--- config.mk ---
export PLATFORM = sky130hd
export DESIGN_NAME = q_measure_accumulator_unit
export DESIGN_NICKNAME = d
export VERILOG_FILES = /design/src/design/qma_pkg.sv /design/src/design/q_measure_accumulator_unit.sv
export SDC_FILE = /design/constraint.sdc
export NUM_CORES = 1
export LEC_CHECK = 0
export BUFFER_PORTS_ARGS = -buffer_cell sky130_fd_sc_hd__buf_2
export CAP_MARGIN = 20
export CORE_ASPECT_RATIO = 1.4
export CORE_MARGIN = 2
export CORE_UTILIZATION = 45
export CTS_CLUSTER_DIAMETER = 30
export DETAILED_ROUTE_END_ITERATION = 16
export SETUP_SLACK_MARGIN = 0.15
export SYNTH_ARGS = -nofsm -noshare
export SYNTH_HDL_FRONTEND = slang
export SYNTH_SLANG_ARGS = --single-unit
export TNS_END_PERCENT = 20
--- constraint.sdc ---
create_clock -name clk_i -period 21.6 [get_ports clk_i]
set_input_delay 4.32 -clock clk_i [delete_from_list [all_inputs] [get_ports clk_i]]
set_output_delay 4.32 -clock clk_i [all_outputs]
set_load 0.05 [all_outputs]
--- src/design/qma_pkg.sv ---
// Package of the Q-measure accumulator: widths, limits, state and register codes.
// Used by the top level and by its checker; depends on nothing.
`timescale 1ns / 1ps
`default_nettype none

package qma_pkg;

  localparam int unsigned LevelCountDefault   = 4;
  localparam int unsigned FractionBitsDefault = 16;

  localparam int unsigned LEVEL_W     = 2;
  localparam int unsigned GAIN_W      = 16;
  localparam int unsigned COUNT_W     = 16;
  localparam int unsigned SUM_W       = 32;
  localparam int unsigned RATIO_W     = 40;
  localparam int unsigned SCORE_W     = 17;
  localparam int unsigned CFG_INDEX_W = 3;
  localparam int unsigned CFG_DATA_W  = 16;

  localparam logic signed [SUM_W-1:0]   SumMax   = 32'sh7FFF_FFFF;
  localparam logic signed [SUM_W-1:0]   SumMin   = 32'sh8000_0000;
  localparam logic signed [RATIO_W-1:0] RatioMax = 40'sh7F_FFFF_FFFF;
  localparam logic [SCORE_W-1:0]        ScoreMax = 17'h1_0000;

  typedef enum logic [3:0] {
    QMA_IDLE,
    QMA_ADVANCE,
    QMA_RELEVANT,
    QMA_PREPARE,
    QMA_DIVIDE,
    QMA_ACCUMULATE,
    QMA_FINISH,
    QMA_SCALE,
    QMA_EMIT
  } qma_state_e;

  typedef enum logic [CFG_INDEX_W-1:0] {
    CFG_THRESHOLD,
    CFG_GAIN_ONE,
    CFG_GAIN_TWO,
    CFG_GAIN_THREE,
    CFG_JUDGED_ONE,
    CFG_JUDGED_TWO,
    CFG_JUDGED_THREE,
    CFG_RELEVANT_TOTAL
  } qma_cfg_e;

endpackage

`default_nettype wire

--- src/design/q_measure_accumulator_unit.sv ---
// Q-measure accumulator top level: configuration registers, sequencer and a shared
// restoring divider. Depends on qma_pkg.
//
// Usage: relevance levels of retrieved documents arrive in rank order on the input
// channel (in_valid_i, in_stall_o); a transaction is accepted when valid is high and
// stall is low. The block takes one document at a time and stalls its input until the
// document is fully processed. The document flagged end_of_list produces one result
// transaction (q_score_o, divide_fault_o) on the output channel (out_valid_o,
// out_stall_i) and clears the per-query state.
// Per document the sequencer accepts it, advances the ideal list and runs the
// relevance and finish steps; a relevant document with a positive denominator
// runs the ratio division in between; for the last document the final division may
// follow, and the output is loaded. Both divisions share the radix-2 divider, which
// retires one quotient bit a cycle. Reset loads the register defaults and clears
// the query state; the output is empty. A stalled result holds in the output
// register while the next document is accepted; the next result waits until that
// register is taken. Configuration is written through cfg_we_i, cfg_index_i and
// cfg_data_i; the user must write it only while idle, not enforced by the block.
`timescale 1ns / 1ps
`default_nettype none

module q_measure_accumulator_unit
  import qma_pkg::*;
#(
  parameter int unsigned LEVEL_COUNT   = LevelCountDefault,
  parameter int unsigned FRACTION_BITS = FractionBitsDefault
) (
  input  wire logic                   clk_i,
  input  wire logic                   rst_ni,
  input  wire logic                   in_valid_i,
  output logic                        in_stall_o,
  input  wire logic [LEVEL_W-1:0]     doc_level_i,
  input  wire logic                   end_of_list_i,
  output logic                        out_valid_o,
  input  wire logic                   out_stall_i,
  output logic      [SCORE_W-1:0]     q_score_o,
  output logic                        divide_fault_o,
  input  wire logic                   cfg_we_i,
  input  wire logic [CFG_INDEX_W-1:0] cfg_index_i,
  input  wire logic [CFG_DATA_W-1:0]  cfg_data_i
);

  localparam int TopInt = (int'(LEVEL_COUNT) - 1 > 3) ? 3 :
                          ((int'(LEVEL_COUNT) - 1 < 1) ? 1 : int'(LEVEL_COUNT) - 1);
  localparam logic [LEVEL_W-1:0] TopLevel = LEVEL_W'(TopInt);
  localparam int OpWidth    = int'(SUM_W) + 1;
  localparam int DivWidth   = OpWidth + int'(FRACTION_BITS);
  localparam int CntWidth   = $clog2(DivWidth + 1);
  localparam int ScaleWidth = RATIO_W + 8;
  localparam int ShiftRight = (FRACTION_BITS >= 16) ? int'(FRACTION_BITS) - 16 : 0;
  localparam int ShiftLeft  = (FRACTION_BITS < 16) ? 16 - int'(FRACTION_BITS) : 0;

  function automatic logic [COUNT_W-1:0] judged_sel(input logic [LEVEL_W-1:0] lvl,
                                                    input logic [COUNT_W-1:0] j1,
                                                    input logic [COUNT_W-1:0] j2,
                                                    input logic [COUNT_W-1:0] j3);
    logic [COUNT_W-1:0] r;
    unique case (lvl)
      2'd1:    r = j1;
      2'd2:    r = j2;
      2'd3:    r = j3;
      default: r = '0;
    endcase
    return r;
  endfunction

  function automatic logic signed [GAIN_W-1:0] gain_sel(input logic [LEVEL_W-1:0] lvl,
                                                        input logic signed [GAIN_W-1:0] g1,
                                                        input logic signed [GAIN_W-1:0] g2,
                                                        input logic signed [GAIN_W-1:0] g3);
    logic signed [GAIN_W-1:0] r;
    unique case (lvl)
      2'd1:    r = g1;
      2'd2:    r = g2;
      2'd3:    r = g3;
      default: r = '0;
    endcase
    return r;
  endfunction

  function automatic logic signed [SUM_W-1:0] sat_add(input logic signed [SUM_W-1:0] a,
                                                      input logic signed [GAIN_W-1:0] b);
    logic signed [SUM_W:0] s;
    s = (SUM_W+1)'(a) + (SUM_W+1)'(b);
    if (s[SUM_W] != s[SUM_W-1]) begin
      return s[SUM_W] ? SumMin : SumMax;
    end
    return s[SUM_W-1:0];
  endfunction

  // Configuration registers.
  logic        [LEVEL_W-1:0] thresh_q;
  logic signed [GAIN_W-1:0]  gain1_q, gain2_q, gain3_q;
  logic        [COUNT_W-1:0] judged1_q, judged2_q, judged3_q, rel_total_q;

  // Query state.
  qma_state_e                state_q, state_d;
  logic        [COUNT_W-1:0] rank_q, rank_d, seen_q, seen_d, ileft_q, ileft_d;
  logic signed [SUM_W-1:0]   gsum_q, gsum_d, igsum_q, igsum_d;
  logic        [LEVEL_W-1:0] ilevel_q, ilevel_d, lvl_q, lvl_d;
  logic signed [RATIO_W-1:0] rsum_q, rsum_d;
  logic                      fault_q, fault_d, last_q, last_d;
  logic                      out_valid_q, out_valid_d;

  // Divider and result datapath.
  logic [DivWidth-1:0]  dvd_q, dvd_d;
  logic [OpWidth-1:0]   dvs_q, dvs_d, rem_q, rem_d;
  logic [RATIO_W-1:0]   quo_q, quo_d;
  logic                 qovf_q, qovf_d, neg_q, neg_d, final_op_q, final_op_d;
  logic [CntWidth-1:0]  cnt_q, cnt_d;
  logic [SCORE_W-1:0]   res_score_q, res_score_d, score_q, score_d;
  logic                 res_fault_q, res_fault_d, ofault_q, ofault_d;

  logic signed [SUM_W+1:0]   num_s, den_s;
  logic        [SUM_W+1:0]   mag_w;
  logic        [OpWidth:0]   trial, diff;
  logic                      trial_ge;
  logic        [RATIO_W-1:0] ratio_mag;
  logic signed [RATIO_W:0]   ratio_s, acc_s;
  logic        [ScaleWidth-1:0] scaled;

  always_ff @(posedge clk_i or negedge rst_ni) begin
    if (!rst_ni) begin
      thresh_q    <= 2'd1;
      gain1_q     <= 16'sd256;
      gain2_q     <= 16'sd512;
      gain3_q     <= 16'sd768;
      judged1_q   <= '0;
      judged2_q   <= '0;
      judged3_q   <= '0;
      rel_total_q <= '0;
    end else if (cfg_we_i) begin
      unique case (qma_cfg_e'(cfg_index_i))
        CFG_THRESHOLD:      thresh_q    <= cfg_data_i[LEVEL_W-1:0];
        CFG_GAIN_ONE:       gain1_q     <= signed'(cfg_data_i);
        CFG_GAIN_TWO:       gain2_q     <= signed'(cfg_data_i);
        CFG_GAIN_THREE:     gain3_q     <= signed'(cfg_data_i);
        CFG_JUDGED_ONE:     judged1_q   <= cfg_data_i;
        CFG_JUDGED_TWO:     judged2_q   <= cfg_data_i;
        CFG_JUDGED_THREE:   judged3_q   <= cfg_data_i;
        CFG_RELEVANT_TOTAL: rel_total_q <= cfg_data_i;
      endcase
    end
  end

  always_ff @(posedge clk_i or negedge rst_ni) begin
    if (!rst_ni) begin
      state_q     <= QMA_IDLE;
      rank_q      <= '0;
      seen_q      <= '0;
      ileft_q     <= '0;
      gsum_q      <= '0;
      igsum_q     <= '0;
      ilevel_q    <= 2'd3;
      rsum_q      <= '0;
      fault_q     <= 1'b0;
      out_valid_q <= 1'b0;
    end else begin
      state_q     <= state_d;
      rank_q      <= rank_d;
      seen_q      <= seen_d;
      ileft_q     <= ileft_d;
      gsum_q      <= gsum_d;
      igsum_q     <= igsum_d;
      ilevel_q    <= ilevel_d;
      rsum_q      <= rsum_d;
      fault_q     <= fault_d;
      out_valid_q <= out_valid_d;
    end
  end

  always_ff @(posedge clk_i) begin
    lvl_q       <= lvl_d;
    last_q      <= last_d;
    dvd_q       <= dvd_d;
    dvs_q       <= dvs_d;
    rem_q       <= rem_d;
    quo_q       <= quo_d;
    qovf_q      <= qovf_d;
    neg_q       <= neg_d;
    final_op_q  <= final_op_d;
    cnt_q       <= cnt_d;
    res_score_q <= res_score_d;
    res_fault_q <= res_fault_d;
    score_q     <= score_d;
    ofault_q    <= ofault_d;
  end

  always_comb begin
    num_s = (SUM_W+2)'(gsum_q) + signed'({10'b0, seen_q, 8'h00});
    den_s = (SUM_W+2)'(igsum_q) + signed'({10'b0, rank_q, 8'h00});
    mag_w = num_s[SUM_W+1] ? unsigned'(-num_s) : unsigned'(num_s);

    trial    = {rem_q, dvd_q[DivWidth-1]};
    diff     = trial - {1'b0, dvs_q};
    trial_ge = (trial >= {1'b0, dvs_q});

    ratio_mag = (qovf_q || quo_q[RATIO_W-1]) ? unsigned'(RatioMax) : quo_q;
    ratio_s   = neg_q ? -signed'({1'b0, ratio_mag}) : signed'({1'b0, ratio_mag});
    acc_s     = (RATIO_W+1)'(rsum_q) + ratio_s;

    scaled = (ScaleWidth'(quo_q) >> ShiftRight) << ShiftLeft;
  end

  always_comb begin
    state_d     = state_q;
    rank_d      = rank_q;
    seen_d      = seen_q;
    ileft_d     = ileft_q;
    gsum_d      = gsum_q;
    igsum_d     = igsum_q;
    ilevel_d    = ilevel_q;
    rsum_d      = rsum_q;
    fault_d     = fault_q;
    lvl_d       = lvl_q;
    last_d      = last_q;
    dvd_d       = dvd_q;
    dvs_d       = dvs_q;
    rem_d       = rem_q;
    quo_d       = quo_q;
    qovf_d      = qovf_q;
    neg_d       = neg_q;
    final_op_d  = final_op_q;
    cnt_d       = cnt_q;
    res_score_d = res_score_q;
    res_fault_d = res_fault_q;
    score_d     = score_q;
    ofault_d    = ofault_q;
    out_valid_d = out_valid_q & out_stall_i;

    unique case (state_q)
      QMA_IDLE: begin
        if (in_valid_i) begin
          lvl_d  = (doc_level_i > TopLevel) ? TopLevel : doc_level_i;
          last_d = end_of_list_i;
          if (rank_q == '0) begin
            ilevel_d = TopLevel;
            ileft_d  = judged_sel(TopLevel, judged1_q, judged2_q, judged3_q);
          end
          if (rank_q != '1) begin
            rank_d = rank_q + 1'b1;
          end
          state_d = QMA_ADVANCE;
        end
      end
      QMA_ADVANCE: begin
        if (ileft_q == '0 && ilevel_q != '0) begin
          ilevel_d = ilevel_q - 1'b1;
          ileft_d  = judged_sel(ilevel_q - 1'b1, judged1_q, judged2_q, judged3_q);
        end else begin
          if (ilevel_q != '0 && ileft_q != '0) begin
            ileft_d = ileft_q - 1'b1;
            igsum_d = sat_add(igsum_q, gain_sel(ilevel_q, gain1_q, gain2_q, gain3_q));
          end
          state_d = QMA_RELEVANT;
        end
      end
      QMA_RELEVANT: begin
        if (lvl_q >= thresh_q) begin
          if (seen_q != '1) begin
            seen_d = seen_q + 1'b1;
          end
          gsum_d  = sat_add(gsum_q, gain_sel(lvl_q, gain1_q, gain2_q, gain3_q));
          state_d = QMA_PREPARE;
        end else begin
          state_d = QMA_FINISH;
        end
      end
      QMA_PREPARE: begin
        if (den_s[SUM_W+1] || den_s == '0) begin
          fault_d = 1'b1;
          state_d = QMA_FINISH;
        end else begin
          dvd_d      = {mag_w[OpWidth-1:0], {FRACTION_BITS{1'b0}}};
          dvs_d      = den_s[OpWidth-1:0];
          neg_d      = num_s[SUM_W+1];
          final_op_d = 1'b0;
          rem_d      = '0;
          quo_d      = '0;
          qovf_d     = 1'b0;
          cnt_d      = CntWidth'(DivWidth);
          state_d    = QMA_DIVIDE;
        end
      end
      QMA_DIVIDE: begin
        rem_d  = trial_ge ? diff[OpWidth-1:0] : trial[OpWidth-1:0];
        quo_d  = {quo_q[RATIO_W-2:0], trial_ge};
        qovf_d = qovf_q | quo_q[RATIO_W-1];
        dvd_d  = dvd_q << 1;
        cnt_d  = cnt_q - 1'b1;
        if (cnt_q == CntWidth'(1)) begin
          state_d = final_op_q ? QMA_SCALE : QMA_ACCUMULATE;
        end
      end
      QMA_ACCUMULATE: begin
        if (acc_s > (RATIO_W+1)'(RatioMax)) begin
          rsum_d = RatioMax;
        end else if (acc_s < -(RATIO_W+1)'(RatioMax)) begin
          rsum_d = -RatioMax;
        end else begin
          rsum_d = acc_s[RATIO_W-1:0];
        end
        state_d = QMA_FINISH;
      end
      QMA_FINISH: begin
        priority if (!last_q) begin
          state_d = QMA_IDLE;
        end else if (rel_total_q == '0) begin
          res_score_d = '0;
          res_fault_d = 1'b1;
          state_d     = QMA_EMIT;
        end else if (!rsum_q[RATIO_W-1] && rsum_q != '0) begin
          dvd_d      = DivWidth'(rsum_q[RATIO_W-2:0]);
          dvs_d      = OpWidth'(rel_total_q);
          final_op_d = 1'b1;
          rem_d      = '0;
          quo_d      = '0;
          qovf_d     = 1'b0;
          cnt_d      = CntWidth'(DivWidth);
          state_d    = QMA_DIVIDE;
        end else begin
          res_score_d = '0;
          res_fault_d = fault_q;
          state_d     = QMA_EMIT;
        end
      end
      QMA_SCALE: begin
        res_score_d = (scaled > ScaleWidth'(ScoreMax)) ? ScoreMax : scaled[SCORE_W-1:0];
        res_fault_d = fault_q;
        state_d     = QMA_EMIT;
      end
      QMA_EMIT: begin
        if (!out_valid_q || !out_stall_i) begin
          score_d     = res_score_q;
          ofault_d    = res_fault_q;
          out_valid_d = 1'b1;
          rank_d      = '0;
          seen_d      = '0;
          gsum_d      = '0;
          igsum_d     = '0;
          ilevel_d    = 2'd3;
          ileft_d     = '0;
          rsum_d      = '0;
          fault_d     = 1'b0;
          state_d     = QMA_IDLE;
        end
      end
      default: begin
        state_d = QMA_IDLE;
      end
    endcase
  end

  assign in_stall_o     = (state_q != QMA_IDLE);
  assign out_valid_o    = out_valid_q;
  assign q_score_o      = score_q;
  assign divide_fault_o = ofault_q;

endmodule

`default_nettype wire

* Word-level counts from Yosys, hierarchy flattened *
Cells that the tools add are included.
Widths: inputs -> output; s select.

operators by class
  mux-type cells = 111
  reduce and logical (&&, ||, !) cells = 51
  magnitude comparators = 6
  shifts and indexed selects = 0
  multipliers = 0
  bitwise logic cells = 3
  add/subtract/negate cells = 13
  equality and inequality tests = 46
  div/mod/pow operators = 0

operator list
  kind                  number
  $mux 33               10
  $mux 32               10
  $mux 40               8
  $mux 16               14
  $mux 49               4
  $pmux 16 s3           4
  $pmux 49 s3           1
  $pmux 32 s2           2
  $pmux 40 s3           1
  $pmux 33 s3           1
  $pmux 40 s2           1
  $mux 17               4
  $add 32x16->33        2
  $add 32x25->33        2
  $pmux 33 s2           1
  $pmux 16 s2           2
  $logic_not 16->1      3
  $add 40x41->41        1
  $gt 41x40->1 const B  1
  $lt 41x40->1 const B  1
  $mux 41               1
  $neg 40->41           1
  $gt 40x17->1 const B  1
  $reduce_bool 40->1    1
  51 further kinds      153

storage, ports and cells
  word-level logic and storage cells = 262
  RAM bits = 0
  input port bits = 27
  memories = 0
  register bits = 477
  output and inout port bits = 20
  bits in latches = 0
  bits in read-only memories = 0

* Logic depth before layout (Yosys ltp) *
  depth after elaboration = 15
  gate-level depth with buffers = 24
  depth with buffers taken out = 21

* Worst setup path before layout *
No wires, ideal clock.

  path type = register to register
  start = register rank_q[0]
  end = register cnt_q[0] (enable)
  arrival = 8,939 ps
  buffers on the path = 1
  setup time = 662 ps
  data required time = 20,938 ps
  cell stages (with the launch flop) = 15
  period minus slack after synthesis = 9,601 ps
  slack = 11,999 ps
  cell sequence = dfrtp_1 ha_1 inv_1 fa_1 nor2b_1 o21ai_0 a21oi_1 o31a_1 o31a_1 o22a_1 and3_1 clkbuf_1 mux2i_1 a2111oi_0 o22ai_1

on the way
  longest elaborated chain between the ends = 5

ends and longest elaborated chain
  item                          RTL line                           text
  start, declared               q_measure_accumulator_unit.sv:98   logic [COUNT_W-1:0] rank_q, rank_d, seen_q, seen_d, ileft_q, ileft_d;
  start signal, assigned        q_measure_accumulator_unit.sv:160  rank_q <= rank_d;
  $add 32x25->33 *              q_measure_accumulator_unit.sv:191  den_s = (SUM_W+2)'(igsum_q) + signed'({10'b0, rank_q, 8'h00});
  $logic_not 34->1              q_measure_accumulator_unit.sv:270  if (den_s[SUM_W+1] || den_s == '0) begin
  $logic_or 1x1->1 *            q_measure_accumulator_unit.sv:270
  $ne 2x2->1 (no line) *        n/a
  $reduce_and 5->1 (no line) *  n/a
  end signal, assigned          q_measure_accumulator_unit.sv:182  cnt_q <= cnt_d;
  end, declared                 q_measure_accumulator_unit.sv:110  logic [CntWidth-1:0] cnt_q, cnt_d;

Mark *: on every way between the ends. The rest lies on a longest branch, timed or not.
A chain may end at the register's enable or synchronous reset.

* Final worst setup path *
  start = register quo_q[6]
  end = register rsum_q[16]

on the way
  longest elaborated chain between the ends = 8
  elaborated cells between the ends (all ways) = 9
  classes of those cells = add/sub (2); order compare (2); mux (5)

ends and longest elaborated chain
  item                    RTL line                           text
  start, declared         q_measure_accumulator_unit.sv:108  logic [RATIO_W-1:0] quo_q, quo_d;
  start signal, assigned  q_measure_accumulator_unit.sv:178  quo_q <= quo_d;
  $mux 40 *               q_measure_accumulator_unit.sv:198  ratio_mag = (qovf_q || quo_q[RATIO_W-1]) ? unsigned'(RatioMax) : quo_q;
  $neg 40->41             q_measure_accumulator_unit.sv:199  ratio_s = neg_q ? -signed'({1'b0, ratio_mag}) : signed'({1'b0, ratio_mag});
  $mux 41 *               q_measure_accumulator_unit.sv:199
  $add 40x41->41 *        q_measure_accumulator_unit.sv:200  acc_s = (RATIO_W+1)'(rsum_q) + ratio_s;
  $lt 41x40->1            q_measure_accumulator_unit.sv:298  end else if (acc_s < -(RATIO_W+1)'(RatioMax)) begin
  $mux 40                 q_measure_accumulator_unit.sv:298
  $mux 40 *               q_measure_accumulator_unit.sv:296  if (acc_s > (RATIO_W+1)'(RatioMax)) begin
  $pmux 40 s2 *           q_measure_accumulator_unit.sv:231  unique case (state_q)
  end signal, assigned    q_measure_accumulator_unit.sv:166  rsum_q <= rsum_d;
  end, declared           q_measure_accumulator_unit.sv:101  logic signed [RATIO_W-1:0] rsum_q, rsum_d;

Marks and branches as above.

==> flow_summary.json <==
{
  "status": "finished, final reports clean",
  "synthToLayoutAreaGrowth_pct": 14.7,
  "postSynth.asyncResetShare_pct": 57.4,
  "cp.required_ns": 22.14,
  "layout_commonest_cell": "nand2_1",
  "end_kind": "register",
  "crit_type": "register to register",
  "finalCritPeriodShare_pct": 33.3,
  "drtPass1Iterations": 6,
  "crit_fanout": 27,
  "synth-seq-area-share_pct": 40.0,
  "setup_violations": 0,
  "reg2reg_depth": 20,
  "synth_edf_count": 203,
  "cts_made_buffers": 97,
  "tightest_slew_ns": 1.09,
  "layout_common_cells": "nand2_1 (356), nor2_1 (275), dfrtp_1 (267)",
  "r2r-end": "rsum_q[16]",
  "cts_setup_buffers": 0,
  "cellPowerDensity_nw_per_um2": 186,
  "fin_skew_ns": 0.0306,
  "path_clk_slew_ns": 0.05,
  "die-area_sq_um": 74100,
  "final_nets": 3723,
  "ff2ff_setup_slack_ns": 14.42,
  "p_leak_uw": 0.0159,
  "syn_nets": 3687,
  "dp_hpwl_microns": 70500,
  "ctsHtreeMaxLevel": 3,
  "vias_per_cell": 6.12,
  "hold_viol_final": 0,
  "ant_nets": 0,
  "ios": 47,
  "crit_top_cell": "or4_4",
  "place_area_sq_um": 33700,
  "cp-start-kind": "register",
  "irDropWorstVdd_mv": 0.0903,
  "cts_resized": 0,
  "drv_cap": 0,
  "route.vias.total": 27700,
  "hold_path.class": "register to register",
  "cts.sinks": 477,
  "initial_utilization_pct": 45.3,
  "synth_top_cell_area_share_pct": 20.6,
  "maxSlewViolCount": 0,
  "drive_gt1_share_pct": 12.9,
  "hold_start": "res_score_q[5]",
  "cts_hold_buf": 0,
  "gp_congestion": 0.942,
  "slowest_delay_ns": 0.56,
  "fmax_mhz": 139,
  "worstReg2RegStart": "quo_q[6]",
  "min_path_cells": 0,
  "yosys_warnings": 0,
  "postLayoutCoreUtil_pct": 52.0,
  "routed_wl_microns": 95100,
  "die_w_microns": 231,
  "drc_errors": 0,
  "overflow": 0,
  "min_to": "q_score_o[5]",
  "slowest_stage": "or4_4",
  "grt_max_degree": 159,
  "grt_pass1_vias": 27900,
  "synth_area_sq_um": 32400,
  "ys_ff_latch": 477,
  "rows": 116,
  "root_buffer": "clkbuf_16",
  "cts_max_path_buffers": 3,
  "drtIter0Drc": 2099,
  "rsz0062_at_grt": "false",
  "min_period_ns": 7.18,
  "portBuffers": 46,
  "dieHeight_microns": 321,
  "timing.setup.tns_ns": 0,
  "synth.area.top_cells": "dfrtp_1 (21%), edfxtp_1 (19%), ha_1 (7.2%)",
  "synth_cell_type_count": 88,
  "synth_top_area_cell": "dfrtp_1",
  "antenna_found_initial": 1,
  "syn_area_per_cell_sq_um": 9.34,
  "track_usage_pct": 25.7,
  "postSynthCellCount": 3467,
  "relSlewSlack_pct": 27.5,
  "cts_tree": "built",
  "clk_latency_ns": 0.66,
  "diodes": 0,
  "arrival_ns": 7.73,
  "grt_first_pass_wirelength_microns": 152000,
  "final_area_sq_um": 37100,
  "place_ws_ns": 14.45,
  "synthFlopType": "dfrtp_1",
  "wl_per_cell_microns": 21.0,
  "critical_path.cell_chain": "or4_4 > or4_4 > or3_1 > or3_4 > nor3_4 > nand2_2 > or4_4 > or3_1 > a221o_1 > ha_1 > a21oi_1 > o21a_1 > o21ai_0 > a22oi_1 > nand3_1 > nand4b_1 > nand3_1 > buf_4 > a221oi_1 > a21bo_2",
  "setup_slack_ns": 14.42,
  "core_region_area_sq_um": 71400
}
==> sequential cells by signal, indices dropped and copies added, names as in the netlist, 6 cells and up <==
signal and cells:
judged3_q 16, judged1_q 16, dvs_q 33, igsum_q 32
quo_q 40, gain3_q 16, gain1_q 16, seen_q 16
rem_q 33, rel_total_q 16, gsum_q 32, cnt_q 6
gain2_q 16, res_score_q 17, ileft_q 16, dvd_q 49
rank_q 16, judged2_q 16, q_score_o 17, rsum_q 40
==> layout make-up <==
| class | instances | area [sq um] |
|---|---|---|
| multi-input cells | 2716 | 18500 |
| fillers | 6508 | 34300 |
| well taps | 944 | 1180 |
| clock buffers | 108 | 2560 |
| clock inverters | 72 | 840 |
| flip-flops and latches | 477 | 13000 |
| inverters | 118 | 443 |
| repair buffers | 93 | 668 |
==> worst max-delay path: cells and delay by family, from the launching register on <==
family                     cells  cell delay [ns]
and+or+nand+nor               11             4.04
AOI/OAI and AO/OA              7             1.77
DFF                            1             0.48
adders and majority gates      1             0.37
buffers and inverters          1             0.41
==> cell usage after synthesis, types with 31 or more instances <==
| master | instances |
|---|---|
| edfxtp_1 | 203 |
| a31oi_1 | 49 |
| nand4_1 | 38 |
| xnor2_1 | 106 |
| dfrtp_1 | 267 |
| a21oi_1 | 200 |
| a22oi_1 | 37 |
| mux2_2 | 127 |
| xor2_1 | 119 |
| and3_1 | 96 |
| nand3_1 | 80 |
| nor2_1 | 280 |
| nand2b_1 | 31 |
| and2_1 | 40 |
| a21o_1 | 87 |
| clkbuf_1 | 147 |
| ha_1 | 187 |
| nor3_1 | 51 |
| o21ai_0 | 254 |
| a222oi_1 | 32 |
| nand2_1 | 356 |
| or3_1 | 39 |
| nor4_1 | 41 |
| a221oi_1 | 31 |
| inv_1 | 117 |
| a221o_1 | 42 |
==> worst max-delay path by stage <==
stage | endpoint | slack (ns) | start | cells past startpoint
2_1_floorplan | cnt_q[0] | 12.00 | rank_q[0] | 14
5_1_grt | rsum_q[16] | 14.13 | quo_q[7] | 20
3_5_place_dp | rank_q[12] | 14.45 | out_stall_i | 11
4_1_cts | rsum_q[16] | 14.55 | quo_q[7] | 20
3_3_place_gp | rank_q[13] | 14.51 | out_stall_i | 12
6_report | rsum_q[16] | 14.42 | quo_q[6] | 20
==> cells by family (layout without fill, tap and decap cells) <==
logic type	after synthesis	in the layout	share of synthesized area, %
compound gates	993	993	20.6
mux	155	155	5.28
xor+xnor	225	225	6.09
flops	477	477	40.0
fa+ha+maj	194	194	7.63
buf+inv	274	391	3.20
simple gates	1149	1149	17.2
==> report_power, final <==
part | total (uW) | internal, uW | switching (uW)
clock | 1530 | 997 | 536
sequential | 1730 | 1370 | 362
combinational | 3650 | 1390 | 2260
==> metal layers <==
metal	vias to the layer above	track usage (%)	wire length (microns)
li1	13100	-	-
met1	13600	30.9	38800
met5	-	0	11
met3	241	3.51	4750
met2	805	45.3	47200
met4	2	11.9	4350
==> per-stage QoR <==
step,power (uW),hold slack (ns),cells
after floorplan,4340,0.400,3467
after global placement,5230,0.401,4340
after global routing,7420,0.424,4528
after detailed placement,5320,0.405,4344
final,6910,0.414,4528
after CTS,6890,0.415,4524
Power figures use the tool's default switching activity.
